--- src/rtl/core/acl_pkg.sv ---
`default_nettype none
package acl_pkg;

  // A 4-bit slot index reaches at most this many rules.
  localparam int MAX_RULES     = 16;
  localparam int DEF_NUM_RULES = 16;

  localparam int ACT_W   = 2;
  localparam int RIDX_W  = 4;
  localparam int VER_W   = 4;
  localparam int PROTO_W = 9;
  localparam int ADDR_W  = 32;
  localparam int PORT_W  = 17;

  localparam int IN_DATA_W  = 184;
  localparam int OUT_DATA_W = 8;

  localparam logic [VER_W-1:0]   IP_VERSION_4 = 4'd4;
  localparam logic [PROTO_W-1:0] PROTO_TCP    = 9'd6;
  localparam logic [PROTO_W-1:0] PROTO_UDP    = 9'd17;
  localparam logic [PROTO_W-1:0] PROTO_ANY    = '1;
  localparam logic [PORT_W-1:0]  PORT_ANY     = '1;

  typedef enum logic [ACT_W-1:0] {
    ACT_CLASSIFY   = 2'd0,
    ACT_WRITE      = 2'd1,
    ACT_INVALIDATE = 2'd2
  } action_t;

  // Stored rule body; the valid bit lives apart so that reset can clear it.
  typedef struct packed {
    logic               dir;
    logic [PROTO_W-1:0] proto;
    logic [ADDR_W-1:0]  src_addr;
    logic [ADDR_W-1:0]  src_mask;
    logic [ADDR_W-1:0]  dst_addr;
    logic [ADDR_W-1:0]  dst_mask;
    logic [PORT_W-1:0]  src_port;
    logic [PORT_W-1:0]  dst_port;
  } rule_t;

  // Header key as held in the input stage.
  typedef struct packed {
    logic               dir;
    logic               ver_ok;
    logic               is_l4;
    logic [PROTO_W-1:0] proto;
    logic [ADDR_W-1:0]  src_addr;
    logic [ADDR_W-1:0]  dst_addr;
    logic [PORT_W-1:0]  src_port;
    logic [PORT_W-1:0]  dst_port;
  } key_t;

  function automatic logic rule_hit(rule_t r, key_t k);
    logic ok;
    ok = (r.dir == k.dir);
    ok = ok && ((r.proto == PROTO_ANY) || (r.proto == k.proto));
    ok = ok && ((r.src_addr & r.src_mask) == (k.src_addr & r.src_mask));
    ok = ok && ((r.dst_addr & r.dst_mask) == (k.dst_addr & r.dst_mask));
    if (k.is_l4) begin
      ok = ok && ((r.src_port == PORT_ANY) || (r.src_port == k.src_port));
      ok = ok && ((r.dst_port == PORT_ANY) || (r.dst_port == k.dst_port));
    end
    return ok;
  endfunction

endpackage
`default_nettype wire

--- src/rtl/core/acl_rule_table.sv ---
`default_nettype none
module acl_rule_table #(
  parameter int NUM_SLOTS = acl_pkg::MAX_RULES
) (
  input  wire logic                                   clk,
  input  wire logic                                   rst_n,
  input  wire logic                                   wr_en,
  input  wire logic                                   inval_en,
  input  wire logic [acl_pkg::RIDX_W-1:0]             wr_idx,
  input  wire acl_pkg::rule_t                         wr_rule,
  output logic [NUM_SLOTS-1:0]                        rule_valid,
  output acl_pkg::rule_t [NUM_SLOTS-1:0]              rules
);
  import acl_pkg::*;

  logic [NUM_SLOTS-1:0]  valid_r;
  logic [NUM_SLOTS-1:0]  valid_nxt;
  rule_t [NUM_SLOTS-1:0] body_r;

  always_comb begin
    valid_nxt = valid_r;
    for (int i = 0; i < NUM_SLOTS; i++) begin
      if (wr_idx == RIDX_W'(i)) begin
        if (wr_en) begin
          valid_nxt[i] = 1'b1;
        end else if (inval_en) begin
          valid_nxt[i] = 1'b0;
        end
      end
    end
  end

  always_ff @(posedge clk) begin
    if (!rst_n) begin
      valid_r <= '0;
    end else begin
      valid_r <= valid_nxt;
    end
  end

  // Indexes at or beyond the slot count match no slot and drop silently.
  always_ff @(posedge clk) begin
    for (int i = 0; i < NUM_SLOTS; i++) begin
      if (wr_en && (wr_idx == RIDX_W'(i))) begin
        body_r[i] <= wr_rule;
      end
    end
  end

  assign rule_valid = valid_r;
  assign rules      = body_r;

endmodule
`default_nettype wire

--- src/rtl/core/acl_match_stage.sv ---
`default_nettype none
module acl_match_stage #(
  parameter int NUM_SLOTS = acl_pkg::MAX_RULES
) (
  input  wire logic                                   clk,
  input  wire logic                                   rst_n,
  input  wire logic                                   in_valid,
  output logic                                        in_ready,
  input  wire acl_pkg::key_t                          key,
  input  wire logic [NUM_SLOTS-1:0]                   rule_valid,
  input  wire acl_pkg::rule_t [NUM_SLOTS-1:0]         rules,
  output logic                                        out_valid,
  input  wire logic                                   out_ready,
  output logic                                        ver_ok,
  output logic [NUM_SLOTS-1:0]                        hits
);
  import acl_pkg::*;

  logic                 valid_r;
  logic                 ver_ok_r;
  logic [NUM_SLOTS-1:0] hits_r;
  logic [NUM_SLOTS-1:0] hits_nxt;

  // One compare lane per rule slot.
  always_comb begin
    for (int i = 0; i < NUM_SLOTS; i++) begin
      hits_nxt[i] = rule_valid[i] && rule_hit(rules[i], key);
    end
  end

  assign in_ready = !valid_r || out_ready;

  always_ff @(posedge clk) begin
    if (!rst_n) begin
      valid_r <= 1'b0;
    end else if (in_ready) begin
      valid_r <= in_valid;
    end
  end

  always_ff @(posedge clk) begin
    if (in_ready && in_valid) begin
      hits_r   <= hits_nxt;
      ver_ok_r <= key.ver_ok;
    end
  end

  assign out_valid = valid_r;
  assign ver_ok    = ver_ok_r;
  assign hits      = hits_r;

endmodule
`default_nettype wire

--- src/rtl/core/ipv4_acl_first_match_classifier.sv ---
`default_nettype none
// Channel   Dir  Handshake            Payload
// --------  ---  -------------------  ---------------------------------------------
// in_       in   in_tvalid/in_tready  tuser: action; tdata: rule and header fields
// out_      out  out_tvalid/out_tready tdata: block verdict, one per classify
//
// Cycles: one request may enter every cycle while in_tready is high.
// A classify request passes the input, compare and reduce stages to its
// verdict. Writes and invalidates update the table at the accepting edge.
// Reset: synchronous, active low; clears all valid bits, input ready at once.
// Stalls: a stage holds while the next is full and stalled; bubbles collapse,
// and in_tready drops only when the input stage is held.
module ipv4_acl_first_match_classifier #(
  parameter int NUM_RULES = acl_pkg::DEF_NUM_RULES
) (
  input  wire logic                              clk,
  input  wire logic                              rst_n,
  input  wire logic                              in_tvalid,
  output logic                                   in_tready,
  // [1:0] action
  input  wire logic [acl_pkg::ACT_W-1:0]         in_tuser,
  // [3:0] rule_index, [4] direction, [8:5] ip_version, [17:9] protocol,
  // [49:18] src_address, [81:50] src_mask, [113:82] dst_address,
  // [145:114] dst_mask, [162:146] src_port, [179:163] dst_port, [183:180] zero
  input  wire logic [acl_pkg::IN_DATA_W-1:0]     in_tdata,
  output logic                                   out_tvalid,
  input  wire logic                              out_tready,
  // [0] block, [7:1] zero
  output logic [acl_pkg::OUT_DATA_W-1:0]         out_tdata
);
  import acl_pkg::*;

  // Slots beyond what the index can address could never be written.
  localparam int NUM_SLOTS = (NUM_RULES < MAX_RULES) ? NUM_RULES : MAX_RULES;

  // Field views of the incoming request.
  action_t              in_action;
  logic [RIDX_W-1:0]    in_rule_index;
  logic                 in_direction;
  logic [VER_W-1:0]     in_ip_version;
  logic [PROTO_W-1:0]   in_protocol;
  logic [ADDR_W-1:0]    in_src_address;
  logic [ADDR_W-1:0]    in_src_mask;
  logic [ADDR_W-1:0]    in_dst_address;
  logic [ADDR_W-1:0]    in_dst_mask;
  logic [PORT_W-1:0]    in_src_port;
  logic [PORT_W-1:0]    in_dst_port;

  assign in_action      = action_t'(in_tuser);
  assign in_rule_index  = in_tdata[3:0];
  assign in_direction   = in_tdata[4];
  assign in_ip_version  = in_tdata[8:5];
  assign in_protocol    = in_tdata[17:9];
  assign in_src_address = in_tdata[49:18];
  assign in_src_mask    = in_tdata[81:50];
  assign in_dst_address = in_tdata[113:82];
  assign in_dst_mask    = in_tdata[145:114];
  assign in_src_port    = in_tdata[162:146];
  assign in_dst_port    = in_tdata[179:163];

  logic in_accept;
  logic is_classify;
  logic wr_en;
  logic inval_en;

  assign in_accept = in_tvalid && in_tready;

  // Decode the request kind; the unused code falls through and is dropped.
  always_comb begin
    is_classify = 1'b0;
    wr_en       = 1'b0;
    inval_en    = 1'b0;
    case (in_action)
      ACT_CLASSIFY:   is_classify = in_accept;
      ACT_WRITE:      wr_en       = in_accept;
      ACT_INVALIDATE: inval_en    = in_accept;
      default: begin
        is_classify = 1'b0;
      end
    endcase
  end

  // ---------------------------------------------------------------------
  // Rule table: written at the accepting edge, so a classify already in
  // the input stage compares against the table as it stood before.
  // ---------------------------------------------------------------------
  rule_t                 wr_rule;
  logic [NUM_SLOTS-1:0]  rule_valid;
  rule_t [NUM_SLOTS-1:0] rules;

  always_comb begin
    wr_rule.dir      = in_direction;
    wr_rule.proto    = in_protocol;
    wr_rule.src_addr = in_src_address;
    wr_rule.src_mask = in_src_mask;
    wr_rule.dst_addr = in_dst_address;
    wr_rule.dst_mask = in_dst_mask;
    wr_rule.src_port = in_src_port;
    wr_rule.dst_port = in_dst_port;
  end

  acl_rule_table #(
    .NUM_SLOTS (NUM_SLOTS)
  ) u_table (
    .clk        (clk),
    .rst_n      (rst_n),
    .wr_en      (wr_en),
    .inval_en   (inval_en),
    .wr_idx     (in_rule_index),
    .wr_rule    (wr_rule),
    .rule_valid (rule_valid),
    .rules      (rules)
  );

  // ---------------------------------------------------------------------
  // Stage 1: register the header key. Only classify requests occupy it.
  // ---------------------------------------------------------------------
  logic s1_valid_r;
  key_t s1_key_r;
  key_t s1_key_nxt;
  logic s2_in_ready;

  assign in_tready = !s1_valid_r || s2_in_ready;

  always_comb begin
    s1_key_nxt.dir      = in_direction;
    s1_key_nxt.ver_ok   = (in_ip_version == IP_VERSION_4);
    // Protocols outside 0..255 carry the sign bit and never hit TCP or UDP.
    s1_key_nxt.is_l4    = (in_protocol == PROTO_TCP) || (in_protocol == PROTO_UDP);
    s1_key_nxt.proto    = in_protocol;
    s1_key_nxt.src_addr = in_src_address;
    s1_key_nxt.dst_addr = in_dst_address;
    s1_key_nxt.src_port = in_src_port;
    s1_key_nxt.dst_port = in_dst_port;
  end

  always_ff @(posedge clk) begin
    if (!rst_n) begin
      s1_valid_r <= 1'b0;
    end else if (in_tready) begin
      s1_valid_r <= is_classify;
    end
  end

  always_ff @(posedge clk) begin
    if (is_classify) begin
      s1_key_r <= s1_key_nxt;
    end
  end

  // ---------------------------------------------------------------------
  // Stage 2: per-rule compare lanes, hit vector registered.
  // ---------------------------------------------------------------------
  logic                 s2_valid;
  logic                 s2_ver_ok;
  logic [NUM_SLOTS-1:0] s2_hits;
  logic                 s3_ready;

  acl_match_stage #(
    .NUM_SLOTS (NUM_SLOTS)
  ) u_match (
    .clk        (clk),
    .rst_n      (rst_n),
    .in_valid   (s1_valid_r),
    .in_ready   (s2_in_ready),
    .key        (s1_key_r),
    .rule_valid (rule_valid),
    .rules      (rules),
    .out_valid  (s2_valid),
    .out_ready  (s3_ready),
    .ver_ok     (s2_ver_ok),
    .hits       (s2_hits)
  );

  // ---------------------------------------------------------------------
  // Stage 3: reduce hits to one verdict and hold it for the consumer.
  // Any hit blocks; a non-IPv4 header always passes.
  // ---------------------------------------------------------------------
  logic out_valid_r;
  logic out_block_r;
  logic out_block_nxt;

  assign s3_ready      = !out_valid_r || out_tready;
  assign out_block_nxt = s2_ver_ok && (|s2_hits);

  always_ff @(posedge clk) begin
    if (!rst_n) begin
      out_valid_r <= 1'b0;
    end else if (s3_ready) begin
      out_valid_r <= s2_valid;
    end
  end

  always_ff @(posedge clk) begin
    if (s3_ready && s2_valid) begin
      out_block_r <= out_block_nxt;
    end
  end

  assign out_tvalid = out_valid_r;
  assign out_tdata  = {{(OUT_DATA_W-1){1'b0}}, out_block_r};

  // ---------------------------------------------------------------------
  // Assertions
  // ---------------------------------------------------------------------
  a_out_from_stage2: assert property (@(posedge clk) disable iff (!rst_n)
    $rose(out_tvalid) |-> $past(s2_valid))
    else $error("verdict appeared without a compared header behind it");

  a_non_ipv4_passes: assert property (@(posedge clk) disable iff (!rst_n)
    (s2_valid && s3_ready && !s2_ver_ok) |=> (out_tvalid && !out_tdata[0]))
    else $error("non-IPv4 header produced a block verdict");

  a_write_sets_valid: assert property (@(posedge clk) disable iff (!rst_n)
    (in_tvalid && in_tready && (in_tuser == ACT_WRITE) && (in_tdata[3:0] == 4'd0))
      |=> rule_valid[0])
    else $error("rule write did not set the slot valid bit");

  a_inval_clears_valid: assert property (@(posedge clk) disable iff (!rst_n)
    (in_tvalid && in_tready && (in_tuser == ACT_INVALIDATE) && (in_tdata[3:0] == 4'd0))
      |=> !rule_valid[0])
    else $error("rule invalidate did not clear the slot valid bit");

endmodule
`default_nettype wire

--- config.mk ---
export PLATFORM = sky130hd
export DESIGN_NAME = ipv4_acl_first_match_classifier
export DESIGN_NICKNAME = d
export VERILOG_FILES = /design/src/rtl/core/acl_pkg.sv /design/src/rtl/core/acl_rule_table.sv /design/src/rtl/core/acl_match_stage.sv /design/src/rtl/core/ipv4_acl_first_match_classifier.sv
export SDC_FILE = /design/constraint.sdc
export NUM_CORES = 2
export LEC_CHECK = 0
export ABC_AREA = 0
export BUFFER_PORTS_ARGS = -buffer_cell sky130_fd_sc_hd__clkbuf_2
export CAP_MARGIN = 0
export CORE_MARGIN = 8
export CORE_UTILIZATION = 45
export DETAILED_ROUTE_END_ITERATION = 10
export PLACE_DENSITY = 0.69
export SLEW_MARGIN = 15
export SYNTH_ARGS = -nofsm -noshare
export SYNTH_HDL_FRONTEND = slang
export SYNTH_SLANG_ARGS = --single-unit
--- constraint.sdc ---
create_clock -name clk -period 32.7 [get_ports clk]
set_input_delay 6.54 -clock clk [delete_from_list [all_inputs] [get_ports clk]]
set_output_delay 6.54 -clock clk [all_outputs]
set_load 0.02 [all_outputs]
==> results.tsv <==
stage	metric	value	unit
global_routing	GR Layer Usage met2	0.393	
worst_setup_path	worst r2r path cells	7	
worst_setup_path	CP delay by family, top	simple AND/OR/NAND/NOR gates	
final_layout	area of the multi-input gates	24200	sq um
floorplan	row cnt	183	
detailed_routing	overall routed net length	337000	microns
clocking	Clock Tree Buf Depth	4	
final_layout	commonest non-fill, non-tap cells in the layout	2880 x edfxtp_1, 1418 x xor2_1, 311 x xnor2_1	
sta	RSZ-0062 raised after global routing	no	
floorplan	Starting Density	0.452	
worst_setup_path	RR Startpoint	s1_key_r[69]$_DFFE_PP_	
clocking	number of setup buffers added after CTS	0	
synthesis	top-area cell type share of the netlist area	0.772	
worst_setup_path	CP arrival	7.69	ns
hold_path	Hold Startpoint	s1_valid_r$_SDFFE_PN0N_	
sta	final hold vios	0	
sta	period utilization	0.435	
clocking	CTS tree	done	
pwr	static leakage	41.0	nW
clocking	clock transition at the registers of the reported paths	0.06	ns
detailed_routing	DRC Markers	0	
worst_setup_path	crit path cell chain	clkbuf_2, nor2b_1, and3_1, inv_1, clkbuf_2	
clocking	worst-skew pair later-pin latency	0.98	ns
pwr	P per Cell Area	60.8	nW/um^2
final_layout	layout cells sized above 1	0.116	
synthesis	syn_area_per_cell	18.3	sq um
floorplan	die width	515	microns
sta	slack of the critical path	18.47	ns
detailed_routing	routed len/inst	33.3	microns
clocking	htree depth	5	
hold_path	Cells on Worst Hold Path	2	
placement	HPWL Detailed	205000	microns
run	max-cap viol count	0	
synthesis	YS warnings	0	
placement	RePlAce Congestion	0.911	
global_routing	antenna violations before repair	58	
global_routing	largest net degree at the start of global routing	140	
placement	minimum setup slack after placement	18.49	ns
global_routing	GRT Total Usage	0.245	
sta	final setup fails	0	
worst_setup_path	FF-to-FF End	u_match.hits[8]$_DFFE_PP_	
detailed_routing	via count	60175	
synthesis	Async S/R FF share, synth	0	
synthesis	Post-Syn Area	112000	sq um
final_layout	commonest non-fill, non-tap cell in the layout	edfxtp_1	
worst_setup_path	Req. time, crit path	26.16	ns
clocking	# hold bufs at CTS	0	
worst_setup_path	type of destination of the critical path	primary output	
global_routing	met3 Use GR	0.0586	
detailed_routing	initial DRC count	8447	
clocking	CTS buffer count	304	
worst_setup_path	CP peak stage delay	0.35	ns
sta	max-slew violations	0	
worst_setup_path	Startpoint Class	primary input	
synthesis	post-synthesis sequential area ratio	0.775	
worst_setup_path	reg2reg setup slack	28.34	ns
sta	Max-Slew Margin vs Limit	0.117	
pwr	P_sw	1.65	mW
sta	FMAX	70.3	MHz
clocking	CTS Root Cell	clkbuf_16	
floorplan	Die H	515	microns
pwr	internal power	6.05	mW
global_routing	vias in the first global route	57499	
global_routing	GR peak layer	met2	
sta	clock skew	0.129	ns
worst_setup_path	slowest CP cell	nor2b_1	
final_layout	utilization after layout	0.510	
final_layout	Seq. cell area	86900	sq um
run_status	outcome	finished, final reports clean	
pwr	Comb pwr share	0.044	
final_layout	Area Overhead vs Synth	13.0	%
synthesis	Gate Count Post-Synth	6121	
clocking	Sink Count	2899	
worst_setup_path	most used cell, CP	clkbuf_2	
clocking	post-CTS sizing	0	
pwr	Clk pwr share	0.417	
detailed_routing	Vias/cell	5.95	
sta	worst slew pin tran	1.32	ns
synthesis	Yosys top cell by area	edfxtp_1	
hold_path	Hold Path End	u_match.out_valid$_SDFFE_PN0P_	
pwr	Sw Ratio	0.215	
sta	post-layout min period	14.23	ns
synthesis	post-synth cell types	41	
final_layout	number of nets in the layout	6743	
worst_setup_path	Buf+Inv Stages, Crit Path	3	
worst_setup_path	Crit Path Class	in2out	
global_routing	grt total ovfl	0	
hold_path	worst hold path type	reg2reg	
global_routing	Global Route met1 Usage	0.319	
synthesis	Most used DFF post-synth	edfxtp_1	
worst_setup_path	CP Launch Point	out_tready	
floorplan	die area	265000	sq um
floorplan	core area	248000	sq um
detailed_routing	detailed-router iteration count before antenna repair	6	
synthesis	largest cells by area after synthesis	edfxtp_1 77%, xor2_1 11%, xnor2_1 2.4%	
global_routing	first-pass GRT wire length	452000	microns
floorplan	# IOs	200	
worst_setup_path	CP Max Fanout	5	
detailed_routing	Routed Antenna Nets	0	
synthesis	#FFs+latches synth	2899	
placement	I/O Buffers	188	
sta	Setup TNS	0	ns
synthesis	Post-synth EDFFs	2880	
final_layout	Filler Cell Count	19726	
pwr	peak supply drop	0.0563	mV
pwr	sequential share of power	0.539	
==> tightest hold or removal path, stage by stage, from the launching register on <==
cell and delay (ns):
dfxtp_1 0.32, a21oi_1 0.11, nor2b_1 0.05
==> through the flow <==
| stage | instances | area, sq um | hold slack, ns | power (mW) |
|---|---|---|---|---|
| after floorplan | 6127 | 112000 | 0.400 | 4.36 |
| after global placement | 9574 | 117000 | 0.497 | 4.55 |
| after detailed placement | 9574 | 117000 | 0.514 | 4.56 |
| after CTS | 10096 | 127000 | 0.527 | 7.72 |
| after global routing | 10104 | 127000 | 0.565 | 7.87 |
| final | 10117 | 127000 | 0.531 | 7.70 |
==> routing by layer <==
metal / routed length (microns) / share of wire
met5: 112 / 0.00033
met3: 37600 / 0.11
met4: 18100 / 0.054
met2: 156000 / 0.46
met1: 125000 / 0.37
==> cells in the mapped netlist, types with 6 or more instances <==
cell type and instances:
o22ai_1 13, buf_4 16, clkbuf_1 73, buf_6 8
or4_1 17, nor2_1 14, a221oi_1 170, dfxtp_1 19
nand4_1 200, buf_2 103, xor2_1 1418, o21a_1 28
buf_1 28, nor3_1 53, a2111oi_2 13, edfxtp_1 2880
and4_1 42, a22oi_1 128, nor4_1 136, o2111ai_1 16
a22o_1 179, xnor2_1 311, a222oi_1 16, a221oi_2 6
nand2_1 63, nand3_1 133
==> power groups by stage <==
stage | clock network, mW | registers [mW] | logic (mW)
2_1_floorplan | 0 | 4.21 | 0.147
3_3_place_gp | 0 | 4.22 | 0.327
3_5_place_dp | 0 | 4.22 | 0.332
4_1_cts | 3.24 | 4.15 | 0.334
5_1_grt | 3.37 | 4.15 | 0.346
6_report | 3.21 | 4.15 | 0.339
==> how the worst max path moves through the flow <==
stage | endpoint | slack (ns) | cells past startpoint
4_1_cts | in_tready | 18.49 | 5
3_3_place_gp | in_tready | 18.51 | 5
2_1_floorplan | u_table.rule_valid[8]$_SDFFE_PN0P_ | 12.60 | 7
6_report | in_tready | 18.47 | 5
3_5_place_dp | in_tready | 18.49 | 5
5_1_grt | in_tready | 18.43 | 5
==> state kept, by name, summed over array words and instances, names as in the netlist <==
signal,count
out_tvalid,1
u_table.rules,2752
u_match.hits,16
out_block_r,1
u_table.rule_valid,16
u_match.out_valid,1
u_match.ver_ok,1
s1_key_r,110
s1_valid_r,1
==> cells by family after synthesis <==
kind of cell,share of synthesized area
other,0.0000335
XOR/XNOR,0.135
AO/OA/AOI/OAI,0.0445
AND/OR/NAND/NOR,0.0352
buffers and inverters,0.0102
flip-flops,0.775
==> area by class of cell <==
| cell class | instances | share of cell area |
|---|---|---|
| Sequential cell | 2899 | 0.686 |
| Multi-Input combinational cell | 2994 | 0.191 |
| Clock buffer | 365 | 0.0628 |
| Tap cell | 3330 | 0.0329 |
| Timing Repair Buffer | 349 | 0.0180 |
| Clock inverter | 157 | 0.00901 |
| Antenna cell | 18 | 0.000356 |
| Inverter | 5 | 0.000326 |
Power figures use the tool's default switching activity.
